===== config.mk =====
export PLATFORM = sky130hd
export DESIGN_NAME = mpe_cfg_regs
export DESIGN_NICKNAME = d
export VERILOG_FILES = /design/src/design/mpe_pkg.sv /design/src/design/mpe_cfg_regs.sv
export SDC_FILE = /design/constraint.sdc
export NUM_CORES = 1
export LEC_CHECK = 0
export BUFFER_PORTS_ARGS = -buffer_cell sky130_fd_sc_hd__buf_4
export CAP_MARGIN = 20
export CORE_MARGIN = 3
export CORE_UTILIZATION = 45
export CTS_BUF_LIST = sky130_fd_sc_hd__clkbuf_4 sky130_fd_sc_hd__clkbuf_8
export DETAILED_ROUTE_END_ITERATION = 10
export GPL_TIMING_DRIVEN = 0
export PLACE_DENSITY = 0.75
export SETUP_SLACK_MARGIN = 0.05
export SLEW_MARGIN = 30
export SYNTH_ARGS = -nofsm -noshare
export SYNTH_HDL_FRONTEND = slang
export SYNTH_SLANG_ARGS = --single-unit

===== constraint.sdc =====
create_clock -name i_clk -period 0.9 [get_ports i_clk]
set_input_delay 0.045 -clock i_clk [delete_from_list [all_inputs] [get_ports i_clk]]
set_output_delay 0.045 -clock i_clk [all_outputs]
set_load 0.03 [all_outputs]

===== src/design/mpe_pkg.sv =====
// Shared types, register codes and helper functions for the escape-time pixel engine.
// No dependencies; used by mpe_cfg_regs, mpe_mul_unit and mandelbrot_pixel_engine.
`timescale 1ns / 1ps
`default_nettype none

package mpe_pkg;

    // Configuration register indexes.
    localparam int unsigned CFG_ADDR_W = 3;
    localparam logic [CFG_ADDR_W-1:0] REG_REAL_START = 3'd0;
    localparam logic [CFG_ADDR_W-1:0] REG_REAL_STEP  = 3'd1;
    localparam logic [CFG_ADDR_W-1:0] REG_IMAG_START = 3'd2;
    localparam logic [CFG_ADDR_W-1:0] REG_IMAG_STEP  = 3'd3;
    localparam logic [CFG_ADDR_W-1:0] REG_ITER_LIMIT = 3'd4;

    // Register reset values (Q4.28 for the coordinate registers).
    localparam logic [31:0] RST_REAL_START = 32'hD800_0000; // -2.5
    localparam logic [31:0] RST_REAL_STEP  = 32'd671089;
    localparam logic [31:0] RST_IMAG_START = 32'hF000_0000; // -1.0
    localparam logic [31:0] RST_IMAG_STEP  = 32'd671089;
    localparam logic [15:0] RST_ITER_LIMIT = 16'd10000;

    // Bailout threshold 4.0 in Q.28.
    localparam logic [36:0] FOUR_Q28 = 37'h0_4000_0000;

    // Reciprocal of ten for 16-bit operands: x / 10 == (x * 52429) >> 19.
    localparam logic [31:0] DIV10_MUL   = 32'd52429;
    localparam int unsigned DIV10_SHIFT = 19;

    // Configuration register set.
    typedef struct packed {
        logic [31:0] real_start;
        logic [31:0] real_step;
        logic [31:0] imag_start;
        logic [31:0] imag_step;
        logic [15:0] iteration_limit;
    } t_cfg;

    // Operand pairs for the shared multiplier unit (two's complement).
    typedef struct packed {
        logic [31:0] a0;
        logic [31:0] b0;
        logic [31:0] a1;
        logic [31:0] b1;
        logic [31:0] a2;
        logic [31:0] b2;
    } t_mul_ops;

    // Registered full-width products of the shared multiplier unit.
    typedef struct packed {
        logic [63:0] p0;
        logic [63:0] p1;
        logic [63:0] p2;
    } t_mul_prods;

    // Saturate a signed 45-bit value to the signed Q4.28 range.
    function automatic logic [31:0] sat_q(input logic [44:0] v);
        logic [31:0] res;
        if (!v[44] && (v[43:31] != 13'h0000)) begin
            res = 32'h7FFF_FFFF;
        end else if (v[44] && (v[43:31] != 13'h1FFF)) begin
            res = 32'h8000_0000;
        end else begin
            res = v[31:0];
        end
        return res;
    endfunction

    // Remainder by ten from the operand and its quotient: x - 10 * q.
    function automatic logic [3:0] rem10(input logic [15:0] x, input logic [12:0] q);
        logic [15:0] q10;
        logic [15:0] diff;
        q10  = {q, 3'b000} + {2'b00, q, 1'b0};
        diff = x - q10;
        return diff[3:0];
    endfunction

endpackage

`default_nettype wire


===== src/design/mpe_cfg_regs.sv =====
// Configuration register file of the escape-time pixel engine.
// Depends on mpe_pkg for the register codes, reset values and the t_cfg type.
`timescale 1ns / 1ps
`default_nettype none

module mpe_cfg_regs (
    input  wire logic                            i_clk,
    input  wire logic                            i_rst_n,
    input  wire logic                            i_cfg_we,
    input  wire logic [mpe_pkg::CFG_ADDR_W-1:0]  i_cfg_addr,
    input  wire logic [31:0]                     i_cfg_wdata,
    output mpe_pkg::t_cfg                        o_cfg
);

    mpe_pkg::t_cfg r_cfg;
    mpe_pkg::t_cfg n_cfg;

    // Address decode; writes to indexes beyond the list are dropped.
    always_comb begin
        n_cfg = r_cfg;
        if (i_cfg_we) begin
            unique case (i_cfg_addr)
                mpe_pkg::REG_REAL_START: n_cfg.real_start      = i_cfg_wdata;
                mpe_pkg::REG_REAL_STEP:  n_cfg.real_step       = i_cfg_wdata;
                mpe_pkg::REG_IMAG_START: n_cfg.imag_start      = i_cfg_wdata;
                mpe_pkg::REG_IMAG_STEP:  n_cfg.imag_step       = i_cfg_wdata;
                mpe_pkg::REG_ITER_LIMIT: n_cfg.iteration_limit = i_cfg_wdata[15:0];
                default:                 n_cfg = r_cfg;
            endcase
        end
    end

    // Register storage with the documented reset values.
    always_ff @(posedge i_clk) begin
        if (!i_rst_n) begin
            r_cfg.real_start      <= mpe_pkg::RST_REAL_START;
            r_cfg.real_step       <= mpe_pkg::RST_REAL_STEP;
            r_cfg.imag_start      <= mpe_pkg::RST_IMAG_START;
            r_cfg.imag_step       <= mpe_pkg::RST_IMAG_STEP;
            r_cfg.iteration_limit <= mpe_pkg::RST_ITER_LIMIT;
        end else begin
            r_cfg <= n_cfg;
        end
    end

    assign o_cfg = r_cfg;

endmodule

`default_nettype wire


==> impl_metrics.yaml, run 1 <==
setup_path:
  end_kind: "primary output"
  cp_max_fo: 2
  worst_path_largest_cell_delay_ps: 360
  cp_cell_sequence: "buf_6"
  path_buf_inv: 1
  required_ps: 850
  critPathTopFamily: "flip-flops"
  start_kind: "register"
  setup.worst_path.class: "reg -> out"
  cp.arrival_ps: 940
  cp_slowest_cell: "dfxtp_2"
sta:
  setup-violations-final: 144
  post-route-period-util_pct: 109.6
  grt_setup_unrepaired: "true"
  timing.fmax_mhz: 1014
  hold_slack_ps: 105.2
  period_needed_ps: 986.6
  finalHoldViolCount: 0
  tightest_slew_ps: 688.2
  layout_setup_ws_ps: -86.61
  slew_headroom_pct: 54.12
  slew_viol_final: 0
  finClkSkew_ps: 0
synth:
  synth_cell_type_count: 15
  netlist.area_leader.share_pct: 52.88
  synth-warning-count: 0
  synthFlopType: "dfxtp_1"
  synth-edff-count: 0
  syn-num-nets: 562
  yosysTopAreaCell: "dfxtp_1"
  seq_area_frac_synth_pct: 52.88
  synth_area_per_cell_um2: 10.40
  synth_area_leaders: "dfxtp_1 (53%), mux2i_1 (26%), nand2_1 (9.7%)"
  netlist_instances: 524
  ys_async_sr_fraction_pct: 0
  yosys-top-cells-count: "dfxtp_1 (144), mux2i_1 (144), nand2_1 (141)"
  synth.cell_area_um2: 5451
  synth-seq-cells: 144
floorplan:
  fp.dieArea_um2: 13470
  ios: 182
  start_util_pct: 46.94
  coreArea_um2: 11610
  die_w_um: 116.1
  num_rows: 39
  die_h_um: 116.1
power_and_ir_drop:
  pwr-share-clk_pct: 37.5
  p_sw_w: 0.003360
  power_leakage_nw: 4.186
  p_comb_share_pct: 12.3
  pwr-share-seq_pct: 50.1
  p_per_area_nw_per_um2: 1501
  p_int_w: 0.009898
  switching_share_pct: 25.35
  power_w: 0.01326
  vdd.ir_drop.worst_mv: 1.209
global_route:
  grt_start_max_net_pins: 17
  grt_pass1_vias: 5159
  grt-ovfl-total: 0
  grt_antenna_before_repair: 0
  grt_use_total_pct: 26.83
  grt_pass1_wl_um: 27360
place:
  post_dp_cell_area_um2: 7000
  dpl.cell_count: 847
  dp_hpwl_um: 11660
  port-buffer-count: 180
  routabilityCongestion: 0.8487
detailed_routing:
  post_drt_wl_per_cell_um: 19.08
  drc: 0
  num_vias: 4877
  routed_via_density: 5.070
  ant_nets: 0
  drt_iter0_markers: 231
  firstDrtPassIters: 4
  drt-total-wl_um: 18360
clock_tree:
  clockBufferDepth: 2
  clkLatencyLatePin_ps: 440
  numClockSinks: 144
  ctsRootBufferMaster: "clkbuf_8"
  htreeDepth: 4
  cts_tree: "yes"
  cts_made_buffers: 17
  clk_pin_slew_ps: 80
finish:
  largest_reg_flops: 144
  fin_area_um2: 8835
  fillerInstances: 767
  fin_cells: 962
  drive_above_1_share_pct: 53.60
  fin_nets: 844
  insertedDiodeCount: 0
  area_growth_pct: 62.06
flow_run:
  maxCapViolations: 0
outcome:
  status: "finished, violations left"
  violations: "negative setup slack"
worst_hold_path:
  hold_path_class: "in -> reg"
==> cell type report <==
class                      count  area (um2)  share of cell area [%]
sequential                   144        3063                   34.67
timing repair buffer         263        2599                   29.42
multi-input combinational    344        2397                   27.13
clock buffer                  26       326.6                   3.696
buffer                        36       215.2                   2.436
tap                          143       178.9                   2.025
clock inverter                 6       55.05                  0.6231
==> layer usage <==
metal | global-route usage, % | routed length, um | up-vias
li1 | - | - | 2292
met1 | 30.89 | 7561 | 2374
met2 | 47.07 | 9111 | 174
met3 | 7.885 | 1242 | 37
met4 | 10.05 | 439 | 0
met5 | 0 | 0 | -
==> cell families (layout without fill, tap and decap cells) <==
| kind of cell | count (synthesis) | count (layout) | share of synthesized area (%) |
|---|---|---|---|
| buffers and inverters | 36 | 331 | 3.397 |
| flip-flops | 144 | 144 | 52.88 |
| multiplexers | 144 | 144 | 26.44 |
| AND/OR/NAND/NOR | 200 | 200 | 17.28 |
==> power by group through the flow <==
stage | Sequential, W | Clock (W) | Combinational [W]
final | 0.00665 | 0.00498 | 0.00164
after global routing | 0.00666 | 0.00528 | 0.00172
after CTS | 0.00664 | 0.00497 | 0.00158
after detailed placement | 0.00674 | 0 | 0.00133
after global placement | 0.00673 | 0 | 0.00131
after floorplan | 0.00700 | 0 | 0.000484
==> final timing paths <==
path,from,to,slack [ps],cells past startpoint
worst max register to register,o_cfg[143]$_SDFFE_PN1P_,o_cfg[143]$_SDFFE_PN1P_,30,4
worst min register to register,o_cfg[11]$_SDFFE_PN0P_,o_cfg[11]$_SDFFE_PN0P_,470,2
worst min-delay path,i_cfg_addr[2],o_cfg[143]$_SDFFE_PN1P_,110,4
worst max-delay path,o_cfg[4]$_SDFFE_PN1P_,o_cfg[4],-90,1
==> metrics by stage <==
step | setup TNS (ps) | utilization, % | worst slack [ps]
6_report | -8550 | 76.07 | -86.61
5_1_grt | -13460 | 76.07 | -119.9
4_1_cts | -12440 | 74.54 | -104.6
3_5_place_dp | -46440 | 60.28 | -502.1
3_3_place_gp | -42500 | 60.28 | -463.6
2_1_floorplan | -1051 | - | -44.36
==> cell usage in the layout (no fill, tap or decap), drive strengths merged <==
cell type    Yosys  final
and4bb           1      1
buf             20    248
bufinv           0      1
clkbuf          16     45
clkinv           0      5
dfxtp          144    144
dlygate4sd3      0     32
mux2i          144    144
nand2          141    141
nand4b           1      1
nand4bb          2      2
nor2b           52     52
nor4b            1      1
nor4bb           1      1
or4b             1      1
==> repair_timing <==
item                                   in CTS  in global routing
gates resized for setup                   289                 22
setup buffers                              31                 20
endpoints found under the hold margin     141                  0
pin swaps                                   1                  0
hold buffers                               32                  0
setup endpoints to repair                 159                199
(Power assumes the default switching activity.)
==> inputs of run 2 (changes only) <==
--- a/config.mk
+++ b/config.mk
@@ -5,14 +5,15 @@
 export SDC_FILE = /design/constraint.sdc
 export NUM_CORES = 1
 export LEC_CHECK = 0
-export BUFFER_PORTS_ARGS = -buffer_cell sky130_fd_sc_hd__buf_4
 export CAP_MARGIN = 20
 export CORE_MARGIN = 3
 export CORE_UTILIZATION = 45
 export CTS_BUF_LIST = sky130_fd_sc_hd__clkbuf_4 sky130_fd_sc_hd__clkbuf_8
+export CTS_CLUSTER_DIAMETER = 60
 export DETAILED_ROUTE_END_ITERATION = 10
+export DONT_BUFFER_PORTS = 1
 export GPL_TIMING_DRIVEN = 0
-export PLACE_DENSITY = 0.75
+export RECOVER_POWER = 25
 export SETUP_SLACK_MARGIN = 0.05
 export SLEW_MARGIN = 30
 export SYNTH_ARGS = -nofsm -noshare
==> run 2 against run 1 <==
Compared with the run above:
- the flow finishes with violations (negative hold slack, negative setup slack)
- setup slack gained 78 ps
- final cell count decreased by 24%
- final area is 22% lower
- utilization fell by 17 points
- register-to-register slack gained 110 ps
- clock-buffer cell count is 1 higher
- clock skew is the same
- via count down 20%
- sequential share of layout area is 15 points higher
==> impl_metrics.yaml, run 2 (synthesis gave the netlist of run 1 again) <==
setup_path:
  r2r-start: "o_cfg[76]$_SDFFE_PN1P_"
  start_kind: "register"
  r2r_cells: 2
  cp_num_cells: 0
  r2r_end: "o_cfg[76]$_SDFFE_PN1P_"
  cp-startpoint: "o_cfg[80]$_SDFFE_PN1P_"
  cp_max_fo: 2
  end_kind: "primary output"
  r2r_slack_ps: 140
  cp.arrival_ps: 860
  endpoint: "o_cfg[80]"
  required_ps: 850
  setup.worst_path.class: "reg -> out"
finish:
  largest_reg_flops: 144
  drive_above_1_share_pct: 34.18
  fin_area_um2: 6912
  fin_nets: 614
  area_growth_pct: 26.78
  insertedDiodeCount: 0
  final_cell_mix: "mux2i_1 (144), dfxtp_4 (144), nand2_1 (141)"
  fin_cells: 731
clock_tree:
  post_cts_buffers: 0
  numClockSinks: 144
  ctsHoldBuffers: 34
  htreeDepth: 4
  clk_pin_slew_ps: 90
  cts_tree: "yes"
  cts_made_buffers: 17
  ctsRootBufferMaster: "clkbuf_8"
  clkLatencyLatePin_ps: 430
  clockBufferDepth: 2
detailed_routing:
  drc: 0
  post_drt_wl_per_cell_um: 21.14
  drt-total-wl_um: 15450
  ant_nets: 0
  routed_via_density: 5.315
  firstDrtPassIters: 4
  num_vias: 3885
  drt_iter0_markers: 153
place:
  post_dp_cell_area_um2: 5649
  dp_hpwl_um: 10700
  dpl.cell_count: 667
  port-buffer-count: 0
  routabilityCongestion: 0.7393
global_route:
  grt_start_max_net_pins: 17
  grt_pass1_vias: 4115
  grt_use_total_pct: 23.26
  grt-ovfl-total: 0
  grt_pass1_wl_um: 23260
  grt_antenna_before_repair: 0
floorplan:
  fp.dieArea_um2: 13470
  die_h_um: 116.1
  ios: 182
  num_rows: 39
  die_w_um: 116.1
  start_util_pct: 46.94
  coreArea_um2: 11610
outcome:
  status: "finished, violations left"
  violations: "negative hold slack, negative setup slack"
worst_hold_path:
  hold_path_class: "in -> reg"
sta:
  layout_setup_ws_ps: -9.025
  finalHoldViolCount: 12
  hold_slack_ps: -170.9
  slew_viol_final: 0
  slew_headroom_pct: 54.60
  grt_setup_unrepaired: "true"
  timing.fmax_mhz: 1100
  post-route-period-util_pct: 101.0
  setup-violations-final: 5
  finClkSkew_ps: 0
  period_needed_ps: 909.0
  tightest_slew_ps: 681.0
power_and_ir_drop:
  power_w: 0.01220
  p_per_area_nw_per_um2: 1765
  power_leakage_nw: 2.901
  vdd.ir_drop.worst_mv: 1.437
flow_run:
  maxCapViolations: 0
==> run 2: cell types whose count changed in the layout (fill, tap and decap cells not counted), moves of 2 or more <==
| cell | change |
|---|---|
| clkbuf_8 | +4 |
| clkbuf_4 | -4 |
| buf_6 | -145 |
| clkbuf_1 | +2 |
| buf_4 | -86 |
| nand2_2 | -3 |
| dfxtp_4 | +144 |
| nand2_1 | +3 |
| dfxtp_2 | -144 |
| clkbuf_2 | -2 |
| clkinv_2 | -2 |
==> run 2: worst min path at each step <==
stage	depth (start not counted)	endpoint	slack, ps	from
6_report	2	o_cfg[112]$_SDFFE_PN0P_	-170	i_cfg_addr[2]
5_1_grt	2	o_cfg[112]$_SDFFE_PN0P_	-200	i_cfg_addr[2]
4_1_cts	2	o_cfg[143]$_SDFFE_PN1P_	-200	i_cfg_addr[2]
3_5_place_dp	2	o_cfg[9]$_SDFFE_PN1P_	220	i_cfg_wdata[9]
3_3_place_gp	2	o_cfg[9]$_SDFFE_PN1P_	210	i_cfg_wdata[9]
2_1_floorplan	2	o_cfg[9]$_SDFFE_PN1P_	210	i_cfg_wdata[9]
==> run 2: worst reg2reg max path, stage by stage (launching register included) <==
cell,delay [ps]
dfxtp_4,390
nor2b_1,150
mux2i_1,100
==> run 2: per-layer routing <==
metal,GRT usage [%],vias to the layer above,share of wire [%]
met3,9.452,22,9.4
met5,0,-,0
met2,37.51,143,48
met4,8.121,0,1.7
li1,-,1838,-
met1,28.17,1882,41
==> run 2: cell type report <==
| class | count | area [um2] |
|---|---|---|
| clock buffers | 27 | 359.1 |
| repair buffers | 33 | 330.3 |
| flip-flops and latches | 144 | 3423 |
| fillers | 1008 | 4702 |
| plain buffers | 36 | 210.2 |
| clock inverters | 4 | 22.52 |
| well taps | 143 | 178.9 |
| multi-input cells | 344 | 2387 |
==> run 2: repair_timing <==
action / in CTS / in global routing
resized for setup: 292 / 7
hold endpoints to repair: 144 / 34
setup endpoints to repair: 175 / 160
==> run 2: metrics by stage <==
stage	worst slack, ps	TNS [ps]	util (%)
finish	-9.025	-28.29	59.51
global route	-43.29	-3978	59.51
CTS	-30.04	-1821	59.56
detailed placement	-498.8	-43140	48.64
global placement	-464.2	-39660	48.64
floorplan	-44.36	-1051	-
==> run 2: where the power goes <==
group / switching (W) / leakage, nW / internal [W] / total (W)
Clock: 0.00228 / 0.201 / 0.00254 / 0.00482
Sequential: 0.000388 / 1.25 / 0.00619 / 0.00658
Combinational: 0.000461 / 1.45 / 0.000341 / 0.000802
Total: 0.00313 / 2.90 / 0.00907 / 0.0122
